### src/rtl/aes_pkg.sv
// shared types, constants and round functions for the aes-128 block
package aes_pkg;

	localparam int unsigned NumRounds = 10;

	// configuration register indexes
	typedef enum logic [1:0] {
		CFG_KEY_HIGH = 2'd0,
		CFG_KEY_LOW  = 2'd1,
		CFG_MODE     = 2'd2,
		CFG_UNUSED   = 2'd3
	} cfg_index_t;

	typedef struct packed {
		logic [63:0] block_high;
		logic [63:0] block_low;
	} in_item_t;

	typedef struct packed {
		logic [63:0] result_high;
		logic [63:0] result_low;
	} out_item_t;

	typedef logic [127:0] state_t;
	typedef state_t [NumRounds:0] round_keys_t;

	localparam logic [7:0] SBOX [256] = '{
		8'h63,8'h7c,8'h77,8'h7b,8'hf2,8'h6b,8'h6f,8'hc5,8'h30,8'h01,8'h67,8'h2b,8'hfe,8'hd7,8'hab,8'h76,
		8'hca,8'h82,8'hc9,8'h7d,8'hfa,8'h59,8'h47,8'hf0,8'had,8'hd4,8'ha2,8'haf,8'h9c,8'ha4,8'h72,8'hc0,
		8'hb7,8'hfd,8'h93,8'h26,8'h36,8'h3f,8'hf7,8'hcc,8'h34,8'ha5,8'he5,8'hf1,8'h71,8'hd8,8'h31,8'h15,
		8'h04,8'hc7,8'h23,8'hc3,8'h18,8'h96,8'h05,8'h9a,8'h07,8'h12,8'h80,8'he2,8'heb,8'h27,8'hb2,8'h75,
		8'h09,8'h83,8'h2c,8'h1a,8'h1b,8'h6e,8'h5a,8'ha0,8'h52,8'h3b,8'hd6,8'hb3,8'h29,8'he3,8'h2f,8'h84,
		8'h53,8'hd1,8'h00,8'hed,8'h20,8'hfc,8'hb1,8'h5b,8'h6a,8'hcb,8'hbe,8'h39,8'h4a,8'h4c,8'h58,8'hcf,
		8'hd0,8'hef,8'haa,8'hfb,8'h43,8'h4d,8'h33,8'h85,8'h45,8'hf9,8'h02,8'h7f,8'h50,8'h3c,8'h9f,8'ha8,
		8'h51,8'ha3,8'h40,8'h8f,8'h92,8'h9d,8'h38,8'hf5,8'hbc,8'hb6,8'hda,8'h21,8'h10,8'hff,8'hf3,8'hd2,
		8'hcd,8'h0c,8'h13,8'hec,8'h5f,8'h97,8'h44,8'h17,8'hc4,8'ha7,8'h7e,8'h3d,8'h64,8'h5d,8'h19,8'h73,
		8'h60,8'h81,8'h4f,8'hdc,8'h22,8'h2a,8'h90,8'h88,8'h46,8'hee,8'hb8,8'h14,8'hde,8'h5e,8'h0b,8'hdb,
		8'he0,8'h32,8'h3a,8'h0a,8'h49,8'h06,8'h24,8'h5c,8'hc2,8'hd3,8'hac,8'h62,8'h91,8'h95,8'he4,8'h79,
		8'he7,8'hc8,8'h37,8'h6d,8'h8d,8'hd5,8'h4e,8'ha9,8'h6c,8'h56,8'hf4,8'hea,8'h65,8'h7a,8'hae,8'h08,
		8'hba,8'h78,8'h25,8'h2e,8'h1c,8'ha6,8'hb4,8'hc6,8'he8,8'hdd,8'h74,8'h1f,8'h4b,8'hbd,8'h8b,8'h8a,
		8'h70,8'h3e,8'hb5,8'h66,8'h48,8'h03,8'hf6,8'h0e,8'h61,8'h35,8'h57,8'hb9,8'h86,8'hc1,8'h1d,8'h9e,
		8'he1,8'hf8,8'h98,8'h11,8'h69,8'hd9,8'h8e,8'h94,8'h9b,8'h1e,8'h87,8'he9,8'hce,8'h55,8'h28,8'hdf,
		8'h8c,8'ha1,8'h89,8'h0d,8'hbf,8'he6,8'h42,8'h68,8'h41,8'h99,8'h2d,8'h0f,8'hb0,8'h54,8'hbb,8'h16
	};

	localparam logic [7:0] INV_SBOX [256] = '{
		8'h52,8'h09,8'h6a,8'hd5,8'h30,8'h36,8'ha5,8'h38,8'hbf,8'h40,8'ha3,8'h9e,8'h81,8'hf3,8'hd7,8'hfb,
		8'h7c,8'he3,8'h39,8'h82,8'h9b,8'h2f,8'hff,8'h87,8'h34,8'h8e,8'h43,8'h44,8'hc4,8'hde,8'he9,8'hcb,
		8'h54,8'h7b,8'h94,8'h32,8'ha6,8'hc2,8'h23,8'h3d,8'hee,8'h4c,8'h95,8'h0b,8'h42,8'hfa,8'hc3,8'h4e,
		8'h08,8'h2e,8'ha1,8'h66,8'h28,8'hd9,8'h24,8'hb2,8'h76,8'h5b,8'ha2,8'h49,8'h6d,8'h8b,8'hd1,8'h25,
		8'h72,8'hf8,8'hf6,8'h64,8'h86,8'h68,8'h98,8'h16,8'hd4,8'ha4,8'h5c,8'hcc,8'h5d,8'h65,8'hb6,8'h92,
		8'h6c,8'h70,8'h48,8'h50,8'hfd,8'hed,8'hb9,8'hda,8'h5e,8'h15,8'h46,8'h57,8'ha7,8'h8d,8'h9d,8'h84,
		8'h90,8'hd8,8'hab,8'h00,8'h8c,8'hbc,8'hd3,8'h0a,8'hf7,8'he4,8'h58,8'h05,8'hb8,8'hb3,8'h45,8'h06,
		8'hd0,8'h2c,8'h1e,8'h8f,8'hca,8'h3f,8'h0f,8'h02,8'hc1,8'haf,8'hbd,8'h03,8'h01,8'h13,8'h8a,8'h6b,
		8'h3a,8'h91,8'h11,8'h41,8'h4f,8'h67,8'hdc,8'hea,8'h97,8'hf2,8'hcf,8'hce,8'hf0,8'hb4,8'he6,8'h73,
		8'h96,8'hac,8'h74,8'h22,8'he7,8'had,8'h35,8'h85,8'he2,8'hf9,8'h37,8'he8,8'h1c,8'h75,8'hdf,8'h6e,
		8'h47,8'hf1,8'h1a,8'h71,8'h1d,8'h29,8'hc5,8'h89,8'h6f,8'hb7,8'h62,8'h0e,8'haa,8'h18,8'hbe,8'h1b,
		8'hfc,8'h56,8'h3e,8'h4b,8'hc6,8'hd2,8'h79,8'h20,8'h9a,8'hdb,8'hc0,8'hfe,8'h78,8'hcd,8'h5a,8'hf4,
		8'h1f,8'hdd,8'ha8,8'h33,8'h88,8'h07,8'hc7,8'h31,8'hb1,8'h12,8'h10,8'h59,8'h27,8'h80,8'hec,8'h5f,
		8'h60,8'h51,8'h7f,8'ha9,8'h19,8'hb5,8'h4a,8'h0d,8'h2d,8'he5,8'h7a,8'h9f,8'h93,8'hc9,8'h9c,8'hef,
		8'ha0,8'he0,8'h3b,8'h4d,8'hae,8'h2a,8'hf5,8'hb0,8'hc8,8'heb,8'hbb,8'h3c,8'h83,8'h53,8'h99,8'h61,
		8'h17,8'h2b,8'h04,8'h7e,8'hba,8'h77,8'hd6,8'h26,8'he1,8'h69,8'h14,8'h63,8'h55,8'h21,8'h0c,8'h7d
	};

	localparam logic [7:0] RCON [NumRounds] = '{
		8'h01,8'h02,8'h04,8'h08,8'h10,8'h20,8'h40,8'h80,8'h1b,8'h36
	};

	// byte i of the block sits at bits 127-8i
	function automatic logic [7:0] get_byte(state_t s, int i);
		return s[127-8*i -: 8];
	endfunction

	function automatic logic [7:0] xtime(logic [7:0] v);
		return {v[6:0], 1'b0} ^ (v[7] ? 8'h1b : 8'h00);
	endfunction

	function automatic state_t sub_bytes(state_t s, logic inv);
		state_t t;
		for (int i = 0; i < 16; i++) begin
			t[127-8*i -: 8] = inv ? INV_SBOX[get_byte(s, i)] : SBOX[get_byte(s, i)];
		end
		return t;
	endfunction

	function automatic state_t shift_rows(state_t s, logic inv);
		state_t t;
		for (int r = 0; r < 4; r++) begin
			for (int c = 0; c < 4; c++) begin
				if (inv) begin
					t[127-8*(r+4*((c+r)&3)) -: 8] = get_byte(s, r+4*c);
				end else begin
					t[127-8*(r+4*c) -: 8] = get_byte(s, r+4*((c+r)&3));
				end
			end
		end
		return t;
	endfunction

	function automatic state_t mix_columns(state_t s, logic inv);
		state_t t;
		logic [7:0] a [4];
		logic [7:0] x2 [4];
		logic [7:0] x4 [4];
		logic [7:0] x8 [4];
		logic [7:0] m2 [4];
		logic [7:0] m3 [4];
		logic [7:0] m9 [4];
		logic [7:0] mb [4];
		logic [7:0] md [4];
		logic [7:0] me [4];
		for (int c = 0; c < 4; c++) begin
			for (int r = 0; r < 4; r++) begin
				a[r] = get_byte(s, r+4*c);
				x2[r] = xtime(a[r]);
				x4[r] = xtime(x2[r]);
				x8[r] = xtime(x4[r]);
				m2[r] = x2[r];
				m3[r] = x2[r] ^ a[r];
				m9[r] = x8[r] ^ a[r];
				mb[r] = x8[r] ^ x2[r] ^ a[r];
				md[r] = x8[r] ^ x4[r] ^ a[r];
				me[r] = x8[r] ^ x4[r] ^ x2[r];
			end
			for (int r = 0; r < 4; r++) begin
				if (inv) begin
					t[127-8*(r+4*c) -: 8] = me[r] ^ mb[(r+1)&3] ^ md[(r+2)&3] ^ m9[(r+3)&3];
				end else begin
					t[127-8*(r+4*c) -: 8] = m2[r] ^ m3[(r+1)&3] ^ a[(r+2)&3] ^ a[(r+3)&3];
				end
			end
		end
		return t;
	endfunction

endpackage

### src/rtl/aes_key_sched.sv
// key schedule: expands the configured key into all round keys, one round key per cycle
module aes_key_sched (
	input  logic                 clk,
	input  logic                 arst_n,
	input  logic                 restart,
	input  logic [127:0]         key,
	output logic                 busy,
	output aes_pkg::round_keys_t round_keys
);

	localparam int unsigned Nr = aes_pkg::NumRounds;

	logic [3:0]      step_q;
	logic [7:0]      rcon_q;
	aes_pkg::state_t work_q;
	aes_pkg::state_t next_key;

	// step 0 loads the key, steps 1 to 10 build one round key each
	assign busy = (step_q <= 4'(Nr));

	// one key schedule round on the previous round key
	always_comb begin
		logic [31:0] w [4];
		logic [31:0] t;
		for (int c = 0; c < 4; c++) begin
			w[c] = work_q[127-32*c -: 32];
		end
		t = {aes_pkg::SBOX[w[3][23:16]], aes_pkg::SBOX[w[3][15:8]],
			aes_pkg::SBOX[w[3][7:0]], aes_pkg::SBOX[w[3][31:24]]}
			^ {rcon_q, 24'h0};
		w[0] = w[0] ^ t;
		w[1] = w[1] ^ w[0];
		w[2] = w[2] ^ w[1];
		w[3] = w[3] ^ w[2];
		next_key = {w[0], w[1], w[2], w[3]};
	end

	// expansion walk, restarted by every key write
	always_ff @(posedge clk or negedge arst_n) begin
		if (!arst_n) begin
			step_q     <= '0;
			rcon_q     <= 8'h01;
			work_q     <= '0;
			round_keys <= '0;
		end else if (restart) begin
			step_q <= '0;
		end else if (busy) begin
			if (step_q == 4'd0) begin
				work_q        <= key;
				round_keys[0] <= key;
				rcon_q        <= 8'h01;
			end else begin
				work_q             <= next_key;
				round_keys[step_q] <= next_key;
				rcon_q             <= aes_pkg::xtime(rcon_q);
			end
			step_q <= step_q + 4'd1;
		end
	end

endmodule

### config.mk
export PLATFORM = sky130hd
export DESIGN_NAME = aes_key_sched
export DESIGN_NICKNAME = d
export VERILOG_FILES = /design/src/rtl/aes_pkg.sv /design/src/rtl/aes_key_sched.sv
export SDC_FILE = /design/constraint.sdc
export NUM_CORES = 2
export LEC_CHECK = 0
export BUFFER_PORTS_ARGS = -buffer_cell sky130_fd_sc_hd__buf_2
export CORE_AREA = 4 4 598 600
export CTS_BUF_LIST = sky130_fd_sc_hd__clkbuf_4
export DETAILED_ROUTE_END_ITERATION = 7
export DIE_AREA = 0 0 602 604
export SLEW_MARGIN = 20
export SYNTH_ARGS = -nofsm -noshare
export SYNTH_HDL_FRONTEND = slang
export SYNTH_SLANG_ARGS = --single-unit
### constraint.sdc
create_clock -name clk -period 5.1 [get_ports clk]
set_input_delay 0.255 -clock clk [delete_from_list [all_inputs] [get_ports clk]]
set_output_delay 0.255 -clock clk [all_outputs]
set_load 0.1 [all_outputs]
* Word level (Yosys, flattened, before mapping) *
Memories as Yosys holds them, arrays and structs flattened.
Index checks and enable logic that the tools add are counted.

word-level totals
  register bits after elaboration = 1548
  bits in latches = 0
  bits in writable memories = 0
  ROM bits = 8192
  input port bits = 131
  word-level logic and storage cells = 60
  memories = 4

operators by class
  add/sub/neg operators = 1
  $mul = 0
  div/mod/pow operators = 0
  magnitude comparators = 7
  eq/ne operators = 0
  shift operators = 0
  muxes and demuxes = 17
  bitwise gates (word level) = 12
  reductions and logical operators = 5

memories
  memory            depth  bits a word  read ports  clocked after Yosys merged registers in  wr ports  line                 text
  (name not given)  256    8            1           0                                        0         aes_key_sched.sv:29  aes_pkg::SBOX[w[3][7:0]], aes_pkg::SBOX[w[3][31:24]]}
  (name not given)  256    8            1           0                                        0         aes_key_sched.sv:29
  (name not given)  256    8            1           0                                        0         aes_key_sched.sv:28  t = {aes_pkg::SBOX[w[3][23:16]], aes_pkg::SBOX[w[3][15:8]],
  (name not given)  256    8            1           0                                        0         aes_key_sched.sv:28

operators with widths
  kind                   number
  $bwmux W1408           1
  $demux W128 S4         1
  $mux W128              3
  $xor A32 B32 Y32       5
  $mux W8                9
  $ge A9 B9 Y1 const B   4
  $not A8 Y9             4
  $mux W4                2
  $xor A8 B5 Y8          1
  $lt A4 B5 Y1 const B   1
  $mux W5                1
  $add A4 B1 Y4 const B  1
  $ge A4 B1 Y1 const B   1
  $le A4 B4 Y1 const B   1
  $logic_not A4 Y1       1
  $reduce_and A3 Y1      1
  $not A1 Y1             2
  $reduce_and A2 Y1      1
  $reduce_bool A2 Y1     1
  $logic_and A1 B1 Y1    1

* Depth between registers and ports, before layout *
  word-level depth = 11
  depth in mapped cells = 16

* Least setup slack after synthesis *
No wires, ideal clock.

  path kind = reg-to-reg
  start = register work_q[16]
  end = register round_keys[153] in the netlist's numbering
  setup time = 0.148 ns
  arrival time = 4.144 ns
  required time = 4.952 ns
  setup slack = 0.809 ns
  stages on the path, launching flop included = 15
  buffers on the path = 3
  period minus slack after synthesis = 4.291 ns
  cells stage by stage = dfrtp_1 -> clkbuf_1 -> clkbuf_1 -> clkinv_1 -> ha_1 -> clkbuf_1 -> nor2_1 -> nor3_1 -> a31oi_1 -> mux4_2 -> mux4_2 -> xnor2_4 -> xor2_4 -> xnor2_1 -> o21ai_0

on the way
  longest elaborated chain between the ends = 10

RTL lines
  item                                        line                 text
  from (decl)                                 aes_key_sched.sv:15  aes_pkg::state_t work_q;
  from (signal assigned)                      aes_key_sched.sv:49  work_q <= key;
  from (signal assigned)                      aes_key_sched.sv:53  work_q <= next_key;
  $not A8 Y9 (implied by the code)            aes_key_sched.sv:28
  $mem_v2 Z256 W8                             n/a
  $mux W8 (implied by the code) (2 in a row)  aes_key_sched.sv:28
  $xor A32 B32 Y32                            aes_key_sched.sv:30  ^ {rcon_q, 24'h0};
  $xor A32 B32 Y32                            aes_key_sched.sv:31  w[0] = w[0] ^ t;
  $xor A32 B32 Y32                            aes_key_sched.sv:32  w[1] = w[1] ^ w[0];
  $xor A32 B32 Y32                            aes_key_sched.sv:33  w[2] = w[2] ^ w[1];
  $xor A32 B32 Y32                            aes_key_sched.sv:34  w[3] = w[3] ^ w[2];
  $bwmux W1408                                aes_key_sched.sv:54  round_keys[step_q] <= next_key;
  to (signal, indexed assignment)             aes_key_sched.sv:54
  to (decl)                                   aes_key_sched.sv:8   output aes_pkg::round_keys_t round_keys

No other way between the ends. The select of a mux whose other input is x is not followed.
A chain may end at the register's enable or synchronous reset.

* Final worst setup path *
  start = register work_q[10]
  end = register round_keys[1363] in the netlist's numbering

on the way
  longest elaborated chain between the ends = 8

RTL lines
  item                                        line
  $not A8 Y9 (implied by the code)            aes_key_sched.sv:28
  $mem_v2 Z256 W8                             n/a
  $mux W8 (implied by the code) (2 in a row)  aes_key_sched.sv:28
  $xor A32 B32 Y32                            aes_key_sched.sv:30
  $xor A32 B32 Y32                            aes_key_sched.sv:31
  $xor A32 B32 Y32                            aes_key_sched.sv:32
  $bwmux W1408                                aes_key_sched.sv:54

No other way between the ends. The select of a mux whose other input is x is not followed.

==> impl_metrics.tcl <==
set metrics [dict create \
    required_ns 6.24 \
    r2r_slack_ns 0.13 \
    path_max_fanout 47 \
    synth_nets 8402 \
    ff2ff_path_depth 11 \
    rsz0062_at_grt "no" \
    finClkSkew_ns 0.1696 \
    start_util 0.2130 \
    r2r-end "round_keys[1363]" \
    worstPathArrival_ns 6.11 \
    synth_area_per_cell_um2 9.134 \
    max_stage_delay_ns 0.65 \
    synthSimpleGateAreaFrac 0.1724 \
    grt_pass1_wl_mm 569.7 \
    drc 1 \
    muxShareOfSynthArea 0.03565 \
    h-tree-depth 5 \
    syn_inst 8211 \
    critPathCaptureType "register" \
    maxSlewViolCount 0 \
    vias_per_cell 4.893 \
    setup_violations 0 \
    ys_top_cells_by_area "dfrtp_1 (52%), nand2_1 (10%), o21ai_0 (9.6%)" \
    via_count 73850 \
    grt_antenna_before_repair 93 \
    max_slew_margin 0.2027 \
    setup_tns_ns 0 \
    grt.total_usage 0.2194 \
    ys_warn_count 0 \
    clock.fmax_mhz 201.1 \
    ys_types 104 \
    dpl_cell_area_mm2 0.09009 \
    grt_overflow 0 \
    final.fill_count 37710 \
    fin_area_mm2 0.09817 \
    dr.max_layer_used "met5" \
    place_hpwl_mm 308.0 \
    synthAdderAreaFrac 0.01001 \
    die_h_um 604 \
    wl_met2_mm 182.3 \
    cts_buffer_depth 4 \
    met1_length_mm 167.1 \
    synth_ff_type "dfrtp_1" \
    syn-cell-area_mm2 0.07500 \
    wl_per_cell_um 27.76 \
    drtAntennaViolNets 0 \
    grt_pass1_vias 68700 \
    coreArea_mm2 0.3521 \
    rows 218 \
    post-route-period-util 0.9748 \
    drive_above_1_share 0.2844 \
    min_delay_path_depth 4 \
    firstDrtPassIters 8 \
    r2r_start "work_q[10]" \
    synth_top_cell_area_share 0.5162 \
    port_buffers 1539 \
    die_area_mm2 0.3636 \
    synthToLayoutAreaGrowth_pct 30.90 \
    drt_iter0_drc 8464 \
    drv_cap 0 \
    yosys.area.top_type "dfrtp_1" \
    place.gp.congestion 1.012 \
    die_w_um 602 \
    cpMostUsedCell "buf_4" \
    insertion_delay_ns 1.40 \
    status "finished with violations" \
    pin_count 1540 \
    worstMarginPinSlew_ns 1.196 \
    nets 10200 \
    hold_start "key[4]" \
    synth_top_family_by_area "compound AO/OA/AOI/OAI gates" \
    violations "DRC" \
    met3_length_mm 37.58 \
    cts_buffers 421 \
    postRouteWirelength_mm 419.0 \
    start_kind "register" \
    root_buffer "clkbuf_4" \
    whs_endpoint "round_keys[4]" \
    synth_compound_area_frac 0.1876 \
    critical_path_class "reg2reg" \
    cts_tree "yes" \
    cts_sinks 1548 \
    yosysSeqAreaShare 0.5165 \
    layout_min_cycle_time_ns 4.972 \
    synth_edf_count 0 \
    hold_viol_final 0 \
    async_reset_ff_frac 1.000 \
    worstHoldPathType "in2reg" \
    clkTransAtPathRegs_ns 0.07 \
    crit_path_cell_trace "buf_4, or2_2, nor2_1, a2111oi_0, a311oi_1, o221ai_1, a21oi_1, or2_4, xor2_2, buf_4, o21ai_0" \
    ys_ff_latch 1548 \
    cp_slowest_cell "dfrtp_4" \
    synth_xor_area_frac 0.02966 \
    grt_max_degree 169 \
]
==> routing by layer <==
| metal | up-vias | track usage |
|---|---|---|
| li1 | 32380 | - |
| met1 | 36220 | 0.2783 |
| met2 | 4231 | 0.3291 |
| met3 | 996 | 0.05766 |
| met4 | 18 | 0.1431 |
| met5 | - | 0 |
==> final cells by class <==
class | instances | area (µm²) | share of cell area
multi-input combinational | 5791 | 33840 | 0.3447
antenna | 49 | 122.6 | 0.001249
clock inverter | 103 | 626.9 | 0.006385
inverter | 68 | 255.2 | 0.002600
tap | 4730 | 5918 | 0.06028
timing repair buffer | 2174 | 13920 | 0.1418
clock buffer | 630 | 4730 | 0.04818
sequential | 1548 | 38760 | 0.3948
==> metrics by stage <==
step	setup slack [ns]	hold WS, ns	cells	utilization
final	0.1284	0.1115	15090	0.2788
after global routing	0.04492	0.06372	15060	0.2786
after CTS	0.1418	0.01373	15040	0.2784
after detailed placement	0.3358	0.2648	14050	0.2558
after global placement	0.3183	0.2632	14050	0.2558
after floorplan	0.8085	-0.04059	8211	-
==> cells in the final DEF (no fill, tap or decap), types with 46 or more instances in the layout <==
cell           instances
xnor2_2               50
dfrtp_1             1535
dlygate4sd3_1        256
o21ai_1               49
inv_1                 48
buf_2               1538
nand4_1               46
o22ai_1               64
nor3_1               110
a21oi_1              259
nor2b_1               89
clkbuf_4             630
ha_1                  60
nand3_1              127
a31oi_1               56
nand2_1             1982
nand2b_1              91
xnor2_1               50
and3_1                46
clkinv_1              67
buf_12                63
buf_4                316
diode_2               49
mux4_2                87
o21ai_0             1446
a211oi_1              52
nor2_1               248
==> critical path: cells and delay by family, from the launching register on <==
kind            cells  cell delay (ns)
compound gates      5             1.49
simple gates        3             1.19
buf+inv             2             0.81
flops               1             0.65
xor+xnor            1             0.55
==> Yosys cell counts (23+ instances only) <==
cell type,instances
and2_1,23
inv_1,48
xnor2_1,93
a31oi_1,56
clkbuf_1,600
and3_1,46
o211ai_1,43
a211o_1,28
nand4_1,46
o22ai_1,64
nand3_1,129
xor2_1,54
o31ai_1,32
ha_1,60
or4_1,34
mux2i_1,41
o2111ai_1,23
or2_2,33
nand2b_1,92
o21ai_1,49
nor3b_1,24
nand2_1,1991
a211oi_1,52
o21ai_0,1446
buf_1,50
a311oi_1,40
a21o_1,24
nor3_1,110
nor2b_1,92
dfrtp_1,1547
nor2_1,249
mux4_2,87
buf_4,23
a21oi_1,259
o221ai_1,23
buf_2,117
o311ai_0,34
nor4_1,23
or3_1,29
==> logic make-up (layout without fill, tap and decap cells) <==
logic type / Yosys count / after routing
compound gates: 2405 / 2405
xor+xnor: 194 / 194
fa+ha+maj: 60 / 60
buf+inv: 872 / 2975
flops: 1548 / 1548
mux: 153 / 153
other cells: 0 / 49
simple gates: 2979 / 2979
==> timing repair <==
| item | in CTS | in global routing |
|---|---|---|
| setup buffers | 0 | 0 |
| endpoints found under the hold margin | 1960 | 0 |
| hold buffers | 257 | 0 |
| gates resized for setup | 0 | 1 |
| setup endpoints to repair | 0 | 3 |
==> worst max path at each step <==
stage | slack [ns] | start | to
2_1_floorplan | 0.81 | work_q[16] | round_keys[153]
3_3_place_gp | 0.32 | work_q[11] | round_keys[880]
3_5_place_dp | 0.34 | work_q[25] | round_keys[1028]
4_1_cts | 0.14 | work_q[25] | round_keys[1028]
5_1_grt | 0.04 | work_q[25] | round_keys[1028]
6_report | 0.13 | work_q[10] | round_keys[1363]
==> registers in the layout, indices dropped and copies added (netlist names) <==
signal / flops
rcon_q: 8
round_keys: 1408
step_q: 4
work_q: 128
Power is not shown: default switching activity piles up to over one toggle a cycle in this logic, so the estimate is an artifact.
